===== config.mk =====
export PLATFORM = sky130hd
export DESIGN_NAME = rpwu_front_flat
export DESIGN_NICKNAME = d
export VERILOG_FILES = /design/src/rpwu_pkg.sv /design/src/rpwu_if.sv /design/src/rpwu_front.sv /design/src/flat_wrapper.sv
export SDC_FILE = /design/constraint.sdc
export NUM_CORES = 2
export LEC_CHECK = 0
export ABC_AREA = 1
export BUFFER_PORTS_ARGS = -buffer_cell sky130_fd_sc_hd__buf_2
export CORE_MARGIN = 3
export CORE_UTILIZATION = 29
export DETAILED_ROUTE_END_ITERATION = 10
export SLEW_MARGIN = 10
export SYNTH_ARGS = -nofsm -noshare
export SYNTH_HDL_FRONTEND = slang
export SYNTH_SLANG_ARGS = --single-unit

===== constraint.sdc =====
create_clock -name clk -period 17.42 [get_ports clk]
set_clock_uncertainty 0.2 [all_clocks]
set_input_delay 2.613 -clock clk [delete_from_list [all_inputs] [get_ports clk]]
set_output_delay 2.613 -clock clk [all_outputs]
set_load 0.02 [all_outputs]

===== src/rpwu_pkg.sv =====
// Shared types, constants and helpers for the RPROP weight update engine.
// No dependencies; every other file imports this package.
package rpwu_pkg;

  // Table size default and fixed field widths
  localparam int unsigned NUM_WEIGHTS_DEF = 1024;
  localparam int IDX_W     = 10;
  localparam int DATA_W    = 32;
  localparam int STEP_W    = 31;
  localparam int DECAY_W   = 25;
  localparam int CFG_IDX_W = 2;
  localparam int CFG_W     = 31;
  // Q16.24 product of Q8.24 operands after the 24-bit floor shift
  localparam int TERM_W    = 40;
  localparam int SUM_W     = TERM_W + 1;
  // step/5 is below 2^29 for any 31-bit step
  localparam int QUOT_W    = 29;

  // Request queue between front and back
  localparam int QUEUE_DEPTH = 4;

  // Arithmetic constants
  localparam logic [DECAY_W:0]  FRAC_ONE     = 26'd16777216;
  localparam logic [STEP_W-1:0] STEP_FLOOR   = 31'd17;
  localparam logic [31:0]       RECIP5       = 32'd3435973837;
  localparam int                RECIP5_SHIFT = 34;
  localparam int                PROD5_W      = STEP_W + 32;

  // Configuration reset values
  localparam logic [STEP_W-1:0]  INITIAL_STEP_RST = 31'd1677722;
  localparam logic [STEP_W-1:0]  MAX_STEP_RST     = 31'd838860800;
  localparam logic [DECAY_W-1:0] DECAY_RST        = 25'd16777216;

  typedef enum logic [1:0] {
    OP_INIT   = 2'd0,
    OP_ACCUM  = 2'd1,
    OP_UPDATE = 2'd2
  } op_t;

  typedef enum logic [CFG_IDX_W-1:0] {
    REG_INITIAL_STEP = 2'd0,
    REG_MAX_STEP     = 2'd1,
    REG_DECAY_FACTOR = 2'd2
  } cfg_reg_t;

  typedef enum logic [1:0] {
    BK_IDLE,
    BK_READ,
    BK_CALC,
    BK_COMMIT
  } back_state_t;

  typedef struct packed {
    logic [STEP_W-1:0]  initial_step;
    logic [STEP_W-1:0]  max_step;
    logic [DECAY_W-1:0] decay_factor;
  } cfg_t;

  // One classified request as it travels through the queue
  typedef struct packed {
    op_t                       opcode;
    logic [IDX_W-1:0]          index;
    logic signed [DATA_W-1:0]  weight;
    logic signed [TERM_W-1:0]  term;
  } work_t;

  typedef struct packed {
    logic full;
    logic empty;
  } qstat_t;

  // Clamp a wide signed sum to the signed 32-bit range
  function automatic logic signed [DATA_W-1:0] sat32(input logic signed [SUM_W-1:0] v);
    logic fits;
    fits = (&v[SUM_W-1:DATA_W-1]) || ~(|v[SUM_W-1:DATA_W-1]);
    if (fits) begin
      return v[DATA_W-1:0];
    end else if (v[SUM_W-1]) begin
      return {1'b1, {(DATA_W-1){1'b0}}};
    end else begin
      return {1'b0, {(DATA_W-1){1'b1}}};
    end
  endfunction

endpackage


===== src/rpwu_if.sv =====
// Valid/ready channel interfaces for requests and results.
// Depends on rpwu_pkg for field widths.
interface rpwu_in_if;
  import rpwu_pkg::*;
  logic                      valid;
  logic                      ready;
  logic [1:0]                opcode;
  logic [IDX_W-1:0]          index;
  logic signed [DATA_W-1:0]  error_term;
  logic signed [DATA_W-1:0]  activation;
  logic signed [DATA_W-1:0]  weight;

  modport source (output valid, opcode, index, error_term, activation, weight, input ready);
  modport sink   (input valid, opcode, index, error_term, activation, weight, output ready);
endinterface



===== src/rpwu_front.sv =====
// Front end: accepts requests, drops unknown opcodes and out-of-range indexes,
// forms the Q16.24 product and pushes into the queue. Uses rpwu_pkg, rpwu_in_if.
module rpwu_front
  import rpwu_pkg::*;
#(
  parameter int unsigned NUM_WEIGHTS = NUM_WEIGHTS_DEF
) (
  input  logic         clk,
  input  logic         rst,
  input  cfg_t         cfg,
  rpwu_in_if.sink      item,
  input  qstat_t       qstat,
  output logic         q_push,
  output work_t        q_data
);

  localparam logic [16:0] NumW = 17'(NUM_WEIGHTS);

  logic                      stg_valid;
  work_t                     stg;
  logic                      keep;
  logic                      accept;
  logic signed [DECAY_W:0]   dec;
  logic signed [DATA_W-1:0]  mul_a;
  logic signed [DATA_W-1:0]  mul_b;
  logic signed [63:0]        prod;

  // Classify: only known opcodes on existing entries go on
  always_comb begin
    keep = ((item.opcode == OP_INIT) || (item.opcode == OP_ACCUM) ||
            (item.opcode == OP_UPDATE)) && (17'(item.index) < NumW);
  end

  // One multiplier: error*activation, or (1 - decay)*weight for updates
  always_comb begin
    dec = $signed(FRAC_ONE) - $signed({1'b0, cfg.decay_factor});
    if (item.opcode == OP_UPDATE) begin
      mul_a = item.weight;
      mul_b = {{(DATA_W-DECAY_W-1){dec[DECAY_W]}}, dec};
    end else begin
      mul_a = item.error_term;
      mul_b = item.activation;
    end
    prod = mul_a * mul_b;
  end

  assign item.ready = !stg_valid || !qstat.full;
  assign accept     = item.valid && item.ready;
  assign q_push     = stg_valid && !qstat.full;
  assign q_data     = stg;

  // Stage register; arithmetic shift floors the product
  always_ff @(posedge clk) begin
    if (rst) begin
      stg_valid <= 1'b0;
    end else if (accept) begin
      stg_valid <= keep;
    end else if (q_push) begin
      stg_valid <= 1'b0;
    end
  end

  always_ff @(posedge clk) begin
    if (accept && keep) begin
      stg.opcode <= op_t'(item.opcode);
      stg.index  <= item.index;
      stg.weight <= item.weight;
      stg.term   <= prod[63:24];
    end
  end

endmodule


===== src/flat_wrapper.sv =====
// flat-port wrapper written by rule: the top's interface ports become plain ports
module rpwu_front_flat import rpwu_pkg::*;
#(
  parameter int unsigned NUM_WEIGHTS = NUM_WEIGHTS_DEF
)
  (clk, rst, cfg, qstat, q_push, q_data, item_valid, item_opcode, item_index, item_error_term, item_activation, item_weight, item_ready);
  rpwu_in_if item_i ();
  input  logic clk;
  input  logic rst;
  input  cfg_t cfg;
  input  qstat_t qstat;
  output logic q_push;
  output work_t q_data;
  input wire logic [$bits(item_i.valid)-1:0] item_valid;
  input wire logic [$bits(item_i.opcode)-1:0] item_opcode;
  input wire logic [$bits(item_i.index)-1:0] item_index;
  input wire logic [$bits(item_i.error_term)-1:0] item_error_term;
  input wire logic [$bits(item_i.activation)-1:0] item_activation;
  input wire logic [$bits(item_i.weight)-1:0] item_weight;
  output wire logic [$bits(item_i.ready)-1:0] item_ready;
  assign item_i.valid = item_valid;
  assign item_i.opcode = item_opcode;
  assign item_i.index = item_index;
  assign item_i.error_term = item_error_term;
  assign item_i.activation = item_activation;
  assign item_i.weight = item_weight;
  assign item_ready = item_i.ready;
  rpwu_front #(.NUM_WEIGHTS(NUM_WEIGHTS)) u_core (.clk(clk), .rst(rst), .cfg(cfg), .item(item_i), .qstat(qstat), .q_push(q_push), .q_data(q_data));
endmodule

Word-level counts from Yosys, hierarchy flattened
Index checks and enable logic that the tools add are counted.
W data, S select, Z words.
{ "word_totals": {"ff_bits": 85, "out_inout_bits": 86} }
{ "classes": {"addsub": 1, "n_mul": 1, "eq_ne": 2, "muxes": 4, "n_reduce_logical": 10} }
{ "ops": {"columns": ["operator", "n"], "rows": [
  ["$mul A32 B32 Y64", 1],
  ["$mux W32", 2],
  ["$sub A25 B25 Y26 const A", 1],
  ["$logic_and A1 B1 Y1", 3],
  ["$logic_or A1 B1 Y1", 3],
  ["$eq A2 B1 Y1 const B", 1],
  ["$eq A2 B2 Y1 const B", 1],
  ["$logic_not A1 Y1", 2],
  ["$logic_not A2 Y1", 1],
  ["$mux W1", 2],
  ["$reduce_bool A2 Y1", 1]
]} }

Logic depth before layout (Yosys ltp)
{ "depth": {"depth_word": 4, "ltp_mapped": 43} }

Least setup slack after synthesis
Ideal clock, no wire load.
{ "synth_timing": {"path_kind": "input -> register", "start": "input cfg[0] (netlist name)", "end": "register u_core.stg, in the netlist u_core.q_data[31] (data pin)", "t_arrival_ns": 10.216, "required_time_ns": 16.968, "path_slack_ns": 6.752, "stages": 32, "cell_sequence": "inv_1 > ha_1 > nand2_1 > nor3_2 > nand2_1 > or2_1 > nor3_1 > o21ai_0 > o21ai_1 > buf_2 > nor2_1 > fa_1 > fa_1 > fa_1 > fa_1 > inv_1 > fa_1 > inv_1 > fa_1 > inv_1 > fa_1 > inv_1 > fa_1 > ha_1 > a21o_1 > a31o_2 > a21boi_0 > o21ai_0 > a21oi_1 > nand2_1 > nand2_1 > nand2_1"} }
{ "synth_via": {"elab_chain_cells": 3} }
{ "synth_rtl": {"columns": ["item", "line_no", "source"], "rows": [
  ["start, declared", "flat_wrapper.sv:10", "input cfg_t cfg;"],
  ["$sub A25 B25 Y26", "rpwu_front.sv:36", "dec = $signed(FRAC_ONE) - $signed({1'b0, cfg.decay_factor});"],
  ["$mux W32", "rpwu_front.sv:37", "if (item.opcode == OP_UPDATE) begin"],
  ["$mul A32 B32 Y64", "rpwu_front.sv:44", "prod = mul_a * mul_b;"],
  ["named net u_core.prod[55]", "rpwu_front.sv:26", "logic signed [63:0] prod;"],
  ["end, declared", "rpwu_front.sv:20", "work_t stg;"]
]} }
The timed path passes the listed nets, and every way through them passes these cells.
A chain may end at the register's enable or synchronous reset.

Final worst setup path
Ends and elaborated chain as after synthesis.

==> impl_metrics.py <==
metrics = {
    "detailed_routing": {
        "dr_wl_met2_um": 69600,
        "vias": 32600,
        "first_iter_violations": 2520,
        "wl_met3_um": 11700,
        "avgViaCountPerCell": 4.88,
        "ant_nets": 0,
        "highest_layer": "met5",
        "dr.pass1.iters": 7,
        "wirelength_um": 143000,
        "wl_met1_um": 50200,
        "drc": 0,
        "wl_per_cell_um": 21.4,
    },
    "placement": {
        "place.gp.congestion": 0.954,
        "io_buffers": 222,
        "placed_cell_area_sq_um": 43700,
        "dp_hpwl_um": 115000,
    },
    "min_path": {
        "whs_path_depth": 2,
        "hp-class": "flip-flop to flip-flop",
        "hold_path_end": "u_core.stg_valid",
        "min_from": "u_core.stg_valid",
    },
    "critical_path": {
        "setup.worst_path.start_class": "primary input",
        "r2r_setup_slack_ns": 15.13,
        "arrival_ns": 13.39,
        "worstSetupPathType": "primary input to flip-flop",
        "worstPathRequired_ns": 17.39,
        "endpoint_kind": "flip-flop",
        "crit_path_frequent_cell": "fa_1",
        "cp_max_fo": 18,
        "reg2reg_to": "u_core.q_data[81]",
        "reg2reg_depth": 3,
        "slowest_stage": "nand2_1",
        "worstReg2RegStart": "u_core.stg_valid",
        "cpPeakStageDelay_ns": 1.06,
    },
    "logic_synthesis": {
        "synth_area_per_cell_sq_um": 8.62,
        "yosys_warnings": 0,
        "async_flop_share_pct": 0,
        "synth_cell_type_count": 44,
        "syn-num-nets": 6167,
        "syn_inst": 4705,
        "synthTopCellsByArea": "fa_1 53%, inv_1 11%, edfxtp_1 6.2%",
        "yosys_most_used_dff": "edfxtp_1",
        "ys_ff_latch": 85,
        "synth_most_common_cell": "inv_1",
        "synth_area_sq_um": 40600,
        "synth_commonest_cells": "1226 x inv_1, 1081 x fa_1, 657 x nand2_1, 550 x nor2_1, 320 x nand3_1",
        "synth.yosys.seq_area_share_pct": 6.27,
        "synth_area_leader_cell": "fa_1",
        "yosysTopAreaCellShare_pct": 53.3,
        "synth_enable_flop_cells": 84,
    },
    "floorplanning": {
        "top_level_ports": 286,
        "core_sq_um": 138000,
        "fp-row-count": 136,
        "die_h_um": 380,
        "die_area_sq_um": 144000,
        "start_util_pct": 29.4,
        "fp.dieW_um": 380,
    },
    "grt": {
        "grt_pass1_wl_um": 218000,
        "antenna_found_initial": 3,
        "grt_pass1_vias": 35800,
        "grt_use_total_pct": 20.2,
        "grt_start_max_net_pins": 77,
        "globalRouteOverflowTotal": 0,
    },
    "clocking": {
        "cts-root-buf": "clkbuf_16",
        "path_clk_slew_ns": 0.07,
        "cts_tree": "built",
        "cts_setup_buffers": 0,
        "htreeDepth": 3,
        "worstSkewPairLatency_ns": 0.41,
        "clk_path_buf_depth": 2,
        "cts.sinks": 85,
        "ctsHoldBuffers": 0,
        "numCtsBuffers": 9,
        "ctsResizeCount": 0,
    },
    "cells_and_area": {
        "syn2layout_area_growth_pct": 8.44,
        "nets": 6269,
        "layout-drive-gt1-share_pct": 8.46,
        "final_area_sq_um": 44000,
        "final_util_pct": 31.8,
    },
    "timing": {
        "hold_violations": 0,
        "rsz0062_at_grt": "no",
        "worst_pin_slew_ns": 1.26,
        "finalSetupViolCount": 0,
        "period_minus_slack_ns": 13.42,
        "clock.fmax_mhz": 74.5,
        "relSlewSlack_pct": 16.3,
        "drv_slew": 0,
        "post-route-period-util_pct": 77.0,
        "setup_tns_ns": 0,
    },
    "run_status": {
        "status": "finished clean",
    },
    "job": {
        "cap_viol_max_count": 0,
    },
}
[area by class of cell]
| type | instances | area [sq um] |
|---|---|---|
| clock inverter | 7 | 76.3 |
| inverter | 1238 | 4650 |
| clock buffer | 9 | 225 |
| timing repair buffer | 293 | 1640 |
| tap | 1863 | 2330 |
| antenna | 2 | 5.00 |
| multi-input combinational | 3180 | 32500 |
| fill | 14700 | 94200 |
| sequential | 85 | 2540 |
[state kept, by name, summed over array words and instances, names as in the netlist]
signal,cells
u_core.q_data,84
u_core.stg_valid,1
[placed cells by master (no fill, tap or decap), drive strengths merged, types with 3 or more instances in the layout]
cell    count
inv      1234
fa       1081
nand2     668
nor2      553
nand3     320
buf       293
ha        181
o21ai     114
a21oi      99
edfxtp     84
or2        46
xor2       33
nor3       20
xnor2      13
clkinv     11
nor4        9
clkbuf      9
nand4       8
a21o        8
a31oi       4
and3        4
a211oi      4
o211ai      3
o21a        3
[how the worst max path moves through the flow]
| stage | from | cells past startpoint | slack (ns) | end |
|---|---|---|---|---|
| final | cfg[0] | 32 | 4.00 | u_core.q_data[31] |
| after global routing | cfg[0] | 32 | 3.64 | u_core.q_data[31] |
| after CTS | cfg[0] | 32 | 4.29 | u_core.q_data[31] |
| after detailed placement | cfg[0] | 32 | 3.84 | u_core.q_data[31] |
| after global placement | cfg[0] | 32 | 3.89 | u_core.q_data[31] |
| after floorplan | cfg[0] | 32 | 6.75 | u_core.q_data[31] |
[per-stage QoR]
step | hold WS (ns) | instances | worst slack, ns
after floorplan | 0.408 | 4705 | 6.75
after global placement | 0.316 | 6659 | 3.89
after detailed placement | 0.327 | 6659 | 3.84
after CTS | 0.338 | 6675 | 4.29
after global routing | 0.360 | 6676 | 3.64
final | 0.337 | 6677 | 4.00
[metal layers]
layer / vias to the layer above / track usage (%)
li1: 13800 / -
met1: 16800 / 22.6
met2: 1463 / 34.7
met3: 447 / 4.40
met4: 4 / 13.1
met5: - / 0.496
[critical path, delay by kind of cell]
| kind | cells | cell delay [ns] |
|---|---|---|
| fa+ha+maj | 10 | 5.15 |
| buf+inv | 6 | 0.73 |
| compound gates | 6 | 2.33 |
| simple gates | 10 | 2.52 |
[logic make-up (layout without fill, tap and decap cells)]
| family | after synthesis | after routing | share of synthesized area (%) |
|---|---|---|---|
| simple gates | 1631 | 1631 | 16.7 |
| buf+inv | 1440 | 1547 | 13.8 |
| fa+ha+maj | 1262 | 1262 | 58.9 |
| compound gates | 241 | 241 | 3.29 |
| flops | 85 | 85 | 6.27 |
| xor+xnor | 46 | 46 | 0.993 |
| other cells | 0 | 2 | 0 |
Power is not shown: default switching activity piles up to over one toggle a cycle in this logic, so the estimate is an artifact.
