<file path="config.mk">
export PLATFORM = sky130hd
export DESIGN_NAME = rpwu_queue
export DESIGN_NICKNAME = d
export VERILOG_FILES = /design/src/rpwu_pkg.sv /design/src/rpwu_queue.sv
export SDC_FILE = /design/constraint.sdc
export NUM_CORES = 1
export LEC_CHECK = 0
export BUFFER_PORTS_ARGS = -buffer_cell sky130_fd_sc_hd__buf_2
export CAP_MARGIN = 20
export CORE_AREA = 2 2 147 149
export DETAILED_ROUTE_END_ITERATION = 10
export DIE_AREA = 0 0 149 151
export PLACE_DENSITY = 0.83
export SLEW_MARGIN = 0
export SYNTH_ARGS = -nofsm -noshare
export SYNTH_HDL_FRONTEND = slang
export SYNTH_SLANG_ARGS = --single-unit
</file>
<file path="constraint.sdc">
create_clock -name clk -period 9 [get_ports clk]
set_clock_uncertainty 0.1 [all_clocks]
set_input_delay 1.8 -clock clk [delete_from_list [all_inputs] [get_ports clk]]
set_output_delay 1.8 -clock clk [all_outputs]
set_load 0.05 [all_outputs]
</file>
<file path="src/rpwu_pkg.sv">
// Shared types, constants and helpers for the RPROP weight update engine.
// No dependencies; every other file imports this package.
package rpwu_pkg;

  // Table size default and fixed field widths
  localparam int unsigned NUM_WEIGHTS_DEF = 1024;
  localparam int IDX_W     = 10;
  localparam int DATA_W    = 32;
  localparam int STEP_W    = 31;
  localparam int DECAY_W   = 25;
  localparam int CFG_IDX_W = 2;
  localparam int CFG_W     = 31;
  // Q16.24 product of Q8.24 operands after the 24-bit floor shift
  localparam int TERM_W    = 40;
  localparam int SUM_W     = TERM_W + 1;
  // step/5 is below 2^29 for any 31-bit step
  localparam int QUOT_W    = 29;

  // Request queue between front and back
  localparam int QUEUE_DEPTH = 4;

  // Arithmetic constants
  localparam logic [DECAY_W:0]  FRAC_ONE     = 26'd16777216;
  localparam logic [STEP_W-1:0] STEP_FLOOR   = 31'd17;
  localparam logic [31:0]       RECIP5       = 32'd3435973837;
  localparam int                RECIP5_SHIFT = 34;
  localparam int                PROD5_W      = STEP_W + 32;

  // Configuration reset values
  localparam logic [STEP_W-1:0]  INITIAL_STEP_RST = 31'd1677722;
  localparam logic [STEP_W-1:0]  MAX_STEP_RST     = 31'd838860800;
  localparam logic [DECAY_W-1:0] DECAY_RST        = 25'd16777216;

  typedef enum logic [1:0] {
    OP_INIT   = 2'd0,
    OP_ACCUM  = 2'd1,
    OP_UPDATE = 2'd2
  } op_t;

  typedef enum logic [CFG_IDX_W-1:0] {
    REG_INITIAL_STEP = 2'd0,
    REG_MAX_STEP     = 2'd1,
    REG_DECAY_FACTOR = 2'd2
  } cfg_reg_t;

  typedef enum logic [1:0] {
    BK_IDLE,
    BK_READ,
    BK_CALC,
    BK_COMMIT
  } back_state_t;

  typedef struct packed {
    logic [STEP_W-1:0]  initial_step;
    logic [STEP_W-1:0]  max_step;
    logic [DECAY_W-1:0] decay_factor;
  } cfg_t;

  // One classified request as it travels through the queue
  typedef struct packed {
    op_t                       opcode;
    logic [IDX_W-1:0]          index;
    logic signed [DATA_W-1:0]  weight;
    logic signed [TERM_W-1:0]  term;
  } work_t;

  typedef struct packed {
    logic full;
    logic empty;
  } qstat_t;

  // Clamp a wide signed sum to the signed 32-bit range
  function automatic logic signed [DATA_W-1:0] sat32(input logic signed [SUM_W-1:0] v);
    logic fits;
    fits = (&v[SUM_W-1:DATA_W-1]) || ~(|v[SUM_W-1:DATA_W-1]);
    if (fits) begin
      return v[DATA_W-1:0];
    end else if (v[SUM_W-1]) begin
      return {1'b1, {(DATA_W-1){1'b0}}};
    end else begin
      return {1'b0, {(DATA_W-1){1'b1}}};
    end
  endfunction

endpackage

</file>
<file path="src/rpwu_queue.sv">
// Short request queue between the front end and the table sequencer.
// Uses rpwu_pkg for the entry type and depth.
module rpwu_queue
  import rpwu_pkg::*;
(
  input  logic   clk,
  input  logic   rst,
  input  logic   push,
  input  work_t  data_in,
  input  logic   pop,
  output work_t  data_out,
  output qstat_t qstat
);

  localparam int PW = $clog2(QUEUE_DEPTH);
  localparam int CW = $clog2(QUEUE_DEPTH + 1);

  work_t           slots [QUEUE_DEPTH];
  logic [PW-1:0]   wr_ptr;
  logic [PW-1:0]   rd_ptr;
  logic [CW-1:0]   count;

  assign qstat.full  = (count == CW'(QUEUE_DEPTH));
  assign qstat.empty = (count == '0);
  assign data_out    = slots[rd_ptr];

  // Pointers and fill level
  always_ff @(posedge clk) begin
    if (rst) begin
      wr_ptr <= '0;
      rd_ptr <= '0;
      count  <= '0;
    end else begin
      if (push) begin
        wr_ptr <= wr_ptr + 1'b1;
      end
      if (pop) begin
        rd_ptr <= rd_ptr + 1'b1;
      end
      if (push && !pop) begin
        count <= count + 1'b1;
      end else if (pop && !push) begin
        count <= count - 1'b1;
      end
    end
  end

  always_ff @(posedge clk) begin
    if (push) begin
      slots[wr_ptr] <= data_in;
    end
  end

endmodule

</file>
# Word-level counts from Yosys, hierarchy flattened
# Memories as Yosys holds them, arrays and structs flattened. A register that Yosys moved wholly into a read port is not among the register bits.
# Index checks and enable logic that the tools add are counted.
# classes
eq_ne	1
add_sub_neg	4
muxes	6
n_reduce_logical	6
# op_table
op	count
$mux 3	2
$add 2x1->2 const B	2
$mux 2	2
$add 3x1->3 const B	1
$eq 3x3->1 const B	1
$logic_not 3->1	1
$sub 3x1->3 const B	1
$logic_and 1x1->1	2
$logic_not 1->1	2
$mux 1	2
$reduce_bool 2->1	1
# word_totals
output_inout_bits	86
in_bits	88
ram_bits	336
n_memories	1
elab_cells	21
reg_bits	7
# memory_table
name	words	word_bits	read_ports	rd_ports_with_merged_regs	wr	line	rtl
slots	4	84	1	1	1	rpwu_queue.sv:18	work_t slots [QUEUE_DEPTH];

# Logic depth before layout (Yosys ltp)
# Gate-level depths: netlist of run 1.
# logic_depth
word_depth	4
mapped_depth	7
mapped_depth_nobuf	7

# Worst setup path before layout of run 1
# Ideal clock, no wire load.
# synth_timing
path_type	input -> register
start	input port push
end	memory slots[0][0] (netlist bit), enable pin
t_arrival_ps	3752
required_ps	8449
stages	1
n_path_buf	0
path_slack_ps	4696
setup_time_ps	451
cell_sequence	and2_1
# synth_between
elab_chain_cells	2
# synth_rtl
element	line	rtl
start, declared	rpwu_queue.sv:8	input logic push,
$mux 1	rpwu_queue.sv:49	if (push) begin
$mux 1 (implied by the code)	rpwu_queue.sv:50	slots[wr_ptr] <= data_in;
end, declared	rpwu_queue.sv:18	
# No other way between the ends.

==> results.md, run 1 <==
* IR Drop Worst-Case VDD at 0.000168 V
* Clock tree from TritonCTS: built
* Hold WC Path Type: register to register
* Source-to-sink clock delay at the later pin of the worst-skew pair at 0.49 ns
* Clock buffers created by TritonCTS at 35
* Core Footprint at 0.0208 mm^2
* Worst path setup slack after routing at 4.01 ns
* FF-to-FF setup slack at 6.67 ns
* Routed Antenna Nets at 0
* Count of buffers inserted at the top-level ports at 173
* Fraction of the core area covered by cells at the end of the flow at 0.710
* Power density of the placed cells at 253 mW/mm^2
* Number of warnings issued by yosys at 0
* Fmax at 200 MHz
* Flip-flop and latch count after synthesis at 345
* Top_reg_cell synth: edfxtp_1
* Number of resized instances in the post-cts repair step at 0
* Power consumption at 3.74 mW
* Share of the cycle needed by the critical path after routing at 0.554
* Critical Path Start Type: register
* Rows at 53
* Rel. slew slack at 0.288
* Layout overhead on the synthesized area at 17.9%
* Final critical-path required period at 4.99 ns
* Clock root buffer: clkbuf_16
* Number of H-tree levels at 2
* Vias after detailed routing at 5,675
* Number of ports placed on the die boundary at 174
* First-pass GRT wire length at 34,100 um
* Final GP Congestion at 0.736
* Slew Limit Fails at 0
* Slew @ Worst Pin at 1.07 ns
* Slowest-stage cell, CP: dfxtp_4
* Antenna violations before repair at 4
* Total half-perimeter wirelength after legalization and detailed placement at 13,400 um
* Pleak at 5.00 nW
* Outcome: finished, final reports clean
* Top cell type's share of synthesized area at 0.804
* # setup viols final at 0
* Worst-path clk slew at 0.06 ns
* Routed wire length at 22,400 um
* Summed negative setup slack over all endpoints at 0 ns
* Horizontal extent of the die at 149 um
* Cell types with the largest area share after synthesis: edfxtp_1 80%, mux4_2 15%, dfxtp_1 1.4%, buf_6 0.63%, ha_1 0.50%
* Number of buffers added for setup after CTS at 0
* Post-synth EDFFs at 336
* Die Footprint at 0.0225 mm^2
* Initial core utilization at 0.603
* Placement-stage worst setup slack at 4.41 ns
* Number of unique standard cell types used by synthesis at 21
* Clock sinks at 345
* Reg-to-Reg Start: wr_ptr[0]
* Number of DRC markers in iteration 0 at 385
* Average cell area after synthesis at 26.0 um^2
* Hold Crit Start: count[2]
* Setup repair after global routing missed its margin: false
* FFs w/ async S/R, synth at 0
* Via density at 5.78
* Max Buffers Root-to-Sink at 3
* Vertical extent of the die at 151 um
* Max Cap Violations at 0
* Hold violation total from the final report at 0
* Count of mapped cells out of synthesis at 482
* Hold bufs inserted after CTS at 0
* Via count of the first global-routing pass at 6,026
* First-pass iteration count of the detailed router at 4
* Largest fanout on the critical path at 47
* Nets at 773
* Reg-to-reg endpoint: slots[0][44]
* Fraction of layout cells with a size suffix above 1 at 0.452
* Arrival time of the worst setup path at 3.09 ns
* Share of synthesized area occupied by flip-flops and latches at 0.819
* Cell types with the highest counts after synthesis: 336 x edfxtp_1, 84 x mux4_2, 9 x dfxtp_1
* Overall overflow remaining after global route at 0
* Overall track demand over capacity in global routing at 0.204
* Maximum number of pins on one net before global-route repair at 75
* Endpoint type of the worst setup path: output pin
* DRC violation count after routing at 0
* Worst hold path stage count at 2
* DR WL/cell at 22.8 um
* Cell area after synthesis at 0.0125 mm^2
* Critical path start-end classification: register to output pin
* Cell with the most instances after synthesis: edfxtp_1
* R2R cell count at 4
* Req. time, crit path at 7.10 ns
* Syn nets at 576
* Endpoint with the worst hold slack: count[2]
* Cell Chain, Critical Path: buf_4 > mux4_2 > buf_2
* Maximum single-stage delay on the critical path at 0.97 ns
* Cell accounting for the most synthesized area: edfxtp_1
## worst max path at each step
| stage | startpoint | to | slack [ns] | cells after the start |
|---|---|---|---|---|
| 6_report | register | data_out[43] | 4.01 | 3 |
| 5_1_grt | register | data_out[63] | 3.69 | 3 |
| 3_5_place_dp | register | data_out[42] | 4.41 | 3 |
| 4_1_cts | register | data_out[43] | 3.85 | 3 |
| 3_3_place_gp | register | data_out[74] | 4.42 | 3 |
| 2_1_floorplan | push | slots[0][0] | 4.70 | 1 |
## power breakdown
group / total (mW) / leakage [nW] / switching, mW / internal [mW]
Clock: 1.36 / 0.537 / 0.547 / 0.816
Combinational: 0.500 / 1.30 / 0.350 / 0.150
Sequential: 1.88 / 3.16 / 0.0336 / 1.85
Total: 3.74 / 5.00 / 0.931 / 2.81
## cell usage in the layout, fill, tap and decap left out
cell type,n
buf_2,173
clkinv_4,1
xnor2_1,2
or3_1,1
edfxtp_1,336
buf_4,6
nor2_1,7
o21ai_0,1
mux4_2,84
dfxtp_1,7
diode_2,2
dfxtp_4,2
inv_1,4
ha_1,5
clkinvlp_4,2
a21oi_1,1
nor3_1,1
and2_4,4
mux2i_1,2
nor3b_1,1
clkbuf_16,37
nand2_1,1
bufinv_16,2
fa_1,1
clkinv_2,6
clkbuf_1,8
clkinv_1,5
xor2_1,3
clkbuf_8,1
## final cells by class
class	count	area [um^2]
clock inverter	16	133
antenna	2	5.00
timing repair buffer	179	911
sequential	345	10300
clock buffer	46	970
tap	275	344
inverter	4	15.0
fill	1250	6040
multi-input combinational	114	2130
## layer usage
layer  GRT usage  wire length (um)  vias to the layer above
li1            -                 -                     2454
met1       0.277              9020                     2965
met2       0.342             11500                      223
met3      0.0506              1630                       29
met4      0.0476               273                        4
met5           0                27                        -
## cell families (layout without fill, tap and decap cells)
logic type      Yosys count  count (layout)  synth area share
flops                   345             345             0.819
mux                      86              86             0.152
buf+inv                  23             245            0.0124
simple gates             15              15           0.00588
fa+ha+maj                 6               6           0.00658
xor+xnor                  5               5           0.00349
compound gates            2               2          0.000797
other cells               0               2                 0
## registers in the layout, summed over array words and instances, names as in the netlist, named ones only
name,count
count,3
rd_ptr,2
wr_ptr,2
slots,336
## stage by stage
stage                     area (um^2)  cells  hold WS, ns
after global routing            14800    979        0.473
final                           14800    981        0.438
after CTS                       14800    979        0.442
after detailed placement        13700    917        0.426
after global placement          13700    917        0.379
after floorplan                 12500    482        0.366
## critical path: cells and delay by family, from the launching register on
family | cells | cell delay (ns)
buf+inv | 2 | 0.98
flops | 1 | 0.97
mux | 1 | 0.62
Note: power is estimated with default switching activity, not from simulation.
==> inputs of run 2 (changes only) <==
--- a/config.mk
+++ b/config.mk
@@ -5,12 +5,13 @@
 export SDC_FILE = /design/constraint.sdc
 export NUM_CORES = 1
 export LEC_CHECK = 0
+export ABC_AREA = 1
 export BUFFER_PORTS_ARGS = -buffer_cell sky130_fd_sc_hd__buf_2
 export CAP_MARGIN = 20
-export CORE_AREA = 2 2 147 149
+export CORE_AREA = 2 2 158 160
 export DETAILED_ROUTE_END_ITERATION = 10
-export DIE_AREA = 0 0 149 151
-export PLACE_DENSITY = 0.83
+export DIE_AREA = 0 0 160 162
+export PLACE_DENSITY = 0.78
 export SLEW_MARGIN = 0
 export SYNTH_ARGS = -nofsm -noshare
 export SYNTH_HDL_FRONTEND = slang
==> constraint.sdc (replaced) <==
create_clock -name clk -period 5.2 [get_ports clk]
set_clock_uncertainty 0.1 [all_clocks]
set_input_delay 1.04 -clock clk [delete_from_list [all_inputs] [get_ports clk]]
set_output_delay 1.04 -clock clk [all_outputs]
set_load 0.05 [all_outputs]
==> run 2 against run 1 <==
  * Non-clock buffer count increased by 7
  * Hold slack worse by 0.091 ns
  * Critical path depth rose by 1
  * Clock power is 75% higher
  * Worst setup slack worse by 3.1 ns
  * Synthesized cell count up 80%
  * Sequential share of layout area shrank 3.9 points
  * Combinational power is 74% higher
  * Critical endpoint is now data_out[78]
==> results.md, run 2 <==
* Outcome: finished, final reports clean
* Cell with the most instances after synthesis: edfxtp_1
* Count of buffers inserted at the top-level ports at 173 (unchanged)
* Cell area after synthesis at 0.0135 mm^2 (+7.8%)
* Clock sinks at 345 (unchanged)
* Largest registers ranked by flip-flop count: slots x336, count x3
* Source-to-sink clock delay at the later pin of the worst-skew pair at 0.49 ns (about the same)
* Number of cells in the design after placement at 1,325 (+44%)
* Cell accounting for the most synthesized area: edfxtp_1
* Reg-to-reg endpoint: slots[2][81]
* DRC violation count after routing at 0 (unchanged)
* Rel. slew slack at 0.264 (-0.0239)
* FF-to-FF setup slack at 2.93 ns (-3.74 ns)
* Power consumption at 6.47 mW (+73%)
* Worst-path clk slew at 0.06 ns (about the same)
* Overall track demand over capacity in global routing at 0.201 (-0.00322)
* Top_reg_cell synth: edfxtp_1
* Hold violation total from the final report at 0 (unchanged)
* Vertical extent of the die at 162 um (+7.3%)
* DR WL/cell at 18.9 um (-17%)
* Share of the cycle needed by the critical path after routing at 0.817
* Cell types with the largest area share after synthesis: edfxtp_1 75%, o21ai_0 5.1%, nor2_1 3.7%, o22ai_2 3.7%, nor2_4 3.3%
* Fmax at 235 MHz
* Hold Crit Start: rd_ptr[1]
* Number of H-tree levels at 2 (unchanged)
* Power density of the placed cells at 413 mW/mm^2 (+63%)
* Initial core utilization at 0.561 (-0.0416)
* Arrival time of the worst setup path at 3.11 ns (+0.02 ns)
* Fraction of layout cells with a size suffix above 1 at 0.314 (-0.138)
* Reg-to-Reg Start: wr_ptr[0]
* Req. time, crit path at 4.06 ns (-3.04 ns)
* Number of buffers added for setup after CTS at 0 (unchanged)
* Syn nets at 964 (+67%)
* Pleak at 5.42 nW (+8.4%)
* Clock tree from TritonCTS: built
* Hold bufs inserted after CTS at 0 (unchanged)
* Max Cap Violations at 0 (unchanged)
* Slew @ Worst Pin at 1.10 ns (+0.0358 ns)
* Endpoint type of the worst setup path: output pin
* Number of ports placed on the die boundary at 174 (unchanged)
* Slew Limit Fails at 0 (unchanged)
* Number of resized instances in the post-cts repair step at 0 (unchanged)
* Placement-stage worst setup slack at 1.51 ns (-2.90 ns)
* Routed wire length at 26,200 um (+17%)
* Max reg flops at 336 (unchanged)
* Top cell type's share of synthesized area at 0.746 (-0.0580)
* Setup repair after global routing missed its margin: false
* Hold WC Path Type: register to register
* Non-filler cells in the finished layout at 1,387 (+41%)
* Number of unique standard cell types used by synthesis at 25 (+19%)
* Largest fanout on the critical path at 102 (+120%)
* Via count of the first global-routing pass at 7,791 (+29%)
* Critical path start-end classification: register to output pin
* Layout overhead on the synthesized area at 15.7%
* Overall overflow remaining after global route at 0 (unchanged)
* Via density at 5.62 (-2.9%)
* Leading cell type in the layout, fill and taps excluded: edfxtp_1
* Antenna violations before repair at 4 (unchanged)
* Maximum number of pins on one net before global-route repair at 126 (+68%)
* IR Drop Worst-Case VDD at 0.000345 V (+110%)
* Routed Antenna Nets at 0 (unchanged)
* Cell types with the highest counts after synthesis: 336 x edfxtp_1, 137 x o21ai_0, 134 x nor2_1
* Clock root buffer: clkbuf_16
* Total half-perimeter wirelength after legalization and detailed placement at 14,400 um (+7.8%)
* Final critical-path required period at 4.25 ns
* Count of mapped cells out of synthesis at 870 (+80%)
* Rows at 57 (+7.5%)
* Summed negative setup slack over all endpoints at 0 ns (unchanged)
* First-pass iteration count of the detailed router at 5 (+1)
* First-pass GRT wire length at 40,700 um (+19%)
* R2R cell count at 5 (+1)
* Nets at 1,133 (+47%)
* Endpoint with the worst hold slack: rd_ptr[1]
* Critical Path Start Type: register
* Average cell area after synthesis at 15.5 um^2 (-40%)
* Final GP Congestion at 0.757 (+3.0%)
* Flip-flop and latch count after synthesis at 345 (unchanged)
* Worst path setup slack after routing at 0.950 ns (-3.06 ns)
* # setup viols final at 0 (unchanged)
* Post-synth EDFFs at 336 (unchanged)
* Die Footprint at 0.0259 mm^2 (+15%)
* Vias after detailed routing at 7,793 (+37%)
* Clock buffers created by TritonCTS at 35 (unchanged)
* Horizontal extent of the die at 160 um (+7.4%)
* Commonest cells after routing, fill and taps aside: 336 x edfxtp_1, 173 x buf_2, 137 x o21ai_0, 134 x nor2_1, 44 x o22ai_1
* Share of synthesized area occupied by flip-flops and latches at 0.759 (-0.0591)
* FFs w/ async S/R, synth at 0 (unchanged)
* Min Hold Slack at 0.347 ns (-0.0910 ns)
* Worst hold path stage count at 1 (-1)
* Number of warnings issued by yosys at 0 (unchanged)
* Core Footprint at 0.0241 mm^2 (+16%)
* Register bank with the most flops: slots
* Max Buffers Root-to-Sink at 3 (unchanged)
* Number of DRC markers in iteration 0 at 610 (+58%)
[run 2: cell count changes after synthesis, sizes merged, moves of 4 or more]
cell    previous run  this run
clkbuf             3        28
nor2               7       174
and2               4         0
buf               16        26
inv                4        17
o21ai              1       173
nand2              1         9
mux4              84         0
o22ai              0        84
[run 2: power by group]
part | total [mW] | switching (mW) | internal (mW)
Sequential | 3.22 | 0.0430 | 3.18
Clock | 2.38 | 0.946 | 1.43
Combinational | 0.869 | 0.668 | 0.202
Total | 6.47 | 1.66 | 4.81
[run 2: cell families (layout without fill, tap and decap cells)]
kind of cell | after synthesis | count (layout) | share of synthesized area
AO/OA/AOI/OAI | 260 | 260 | 0.127
XOR/XNOR | 1 | 1 | 0.000648
adder cells (fa/ha/maj) | 6 | 6 | 0.00611
buffers and inverters | 71 | 261 | 0.0323
flip-flops | 345 | 345 | 0.759
other | 0 | 3 | 0
AND/OR/NAND/NOR | 187 | 187 | 0.0746
[run 2: area by class of cell]
cell class,count,area (um^2)
Antenna cell,3,7.51
Tap cell,324,405
Multi-Input combinational cell,454,2820
Clock buffer,42,945
Sequential cell,345,10300
Inverter,17,82.6
Fill cell,1740,8460
Clock inverter,16,143
Timing Repair Buffer,186,976
[run 2: metrics by stage]
step	area, um^2	utilization
2_1_floorplan	13500	-
3_3_place_gp	14500	0.603
3_5_place_dp	14500	0.603
4_1_cts	15600	0.648
5_1_grt	15600	0.649
6_report	15700	0.649
[run 2: metal layers]
| layer | wire length [um] | track usage |
|---|---|---|
| met1 | 10800 | 0.256 |
| met2 | 13000 | 0.345 |
| met3 | 1630 | 0.0416 |
| met4 | 667 | 0.0721 |
| met5 | 27 | 0 |
[run 2: worst max path at each step]
stage,start,endpoint,slack (ns)
2_1_floorplan,push,slots[0][0],1.96
3_3_place_gp,register,data_out[78],1.60
3_5_place_dp,register,data_out[78],1.51
4_1_cts,register,data_out[78],0.98
5_1_grt,register,data_out[80],0.74
6_report,register,data_out[78],0.95
[run 2: critical path, cell delays in order, from the launching register on]
cell     delay, ns
dfxtp_4       0.78
buf_4         0.81
o21ai_0       0.28
o22ai_2       0.24
buf_2         0.29
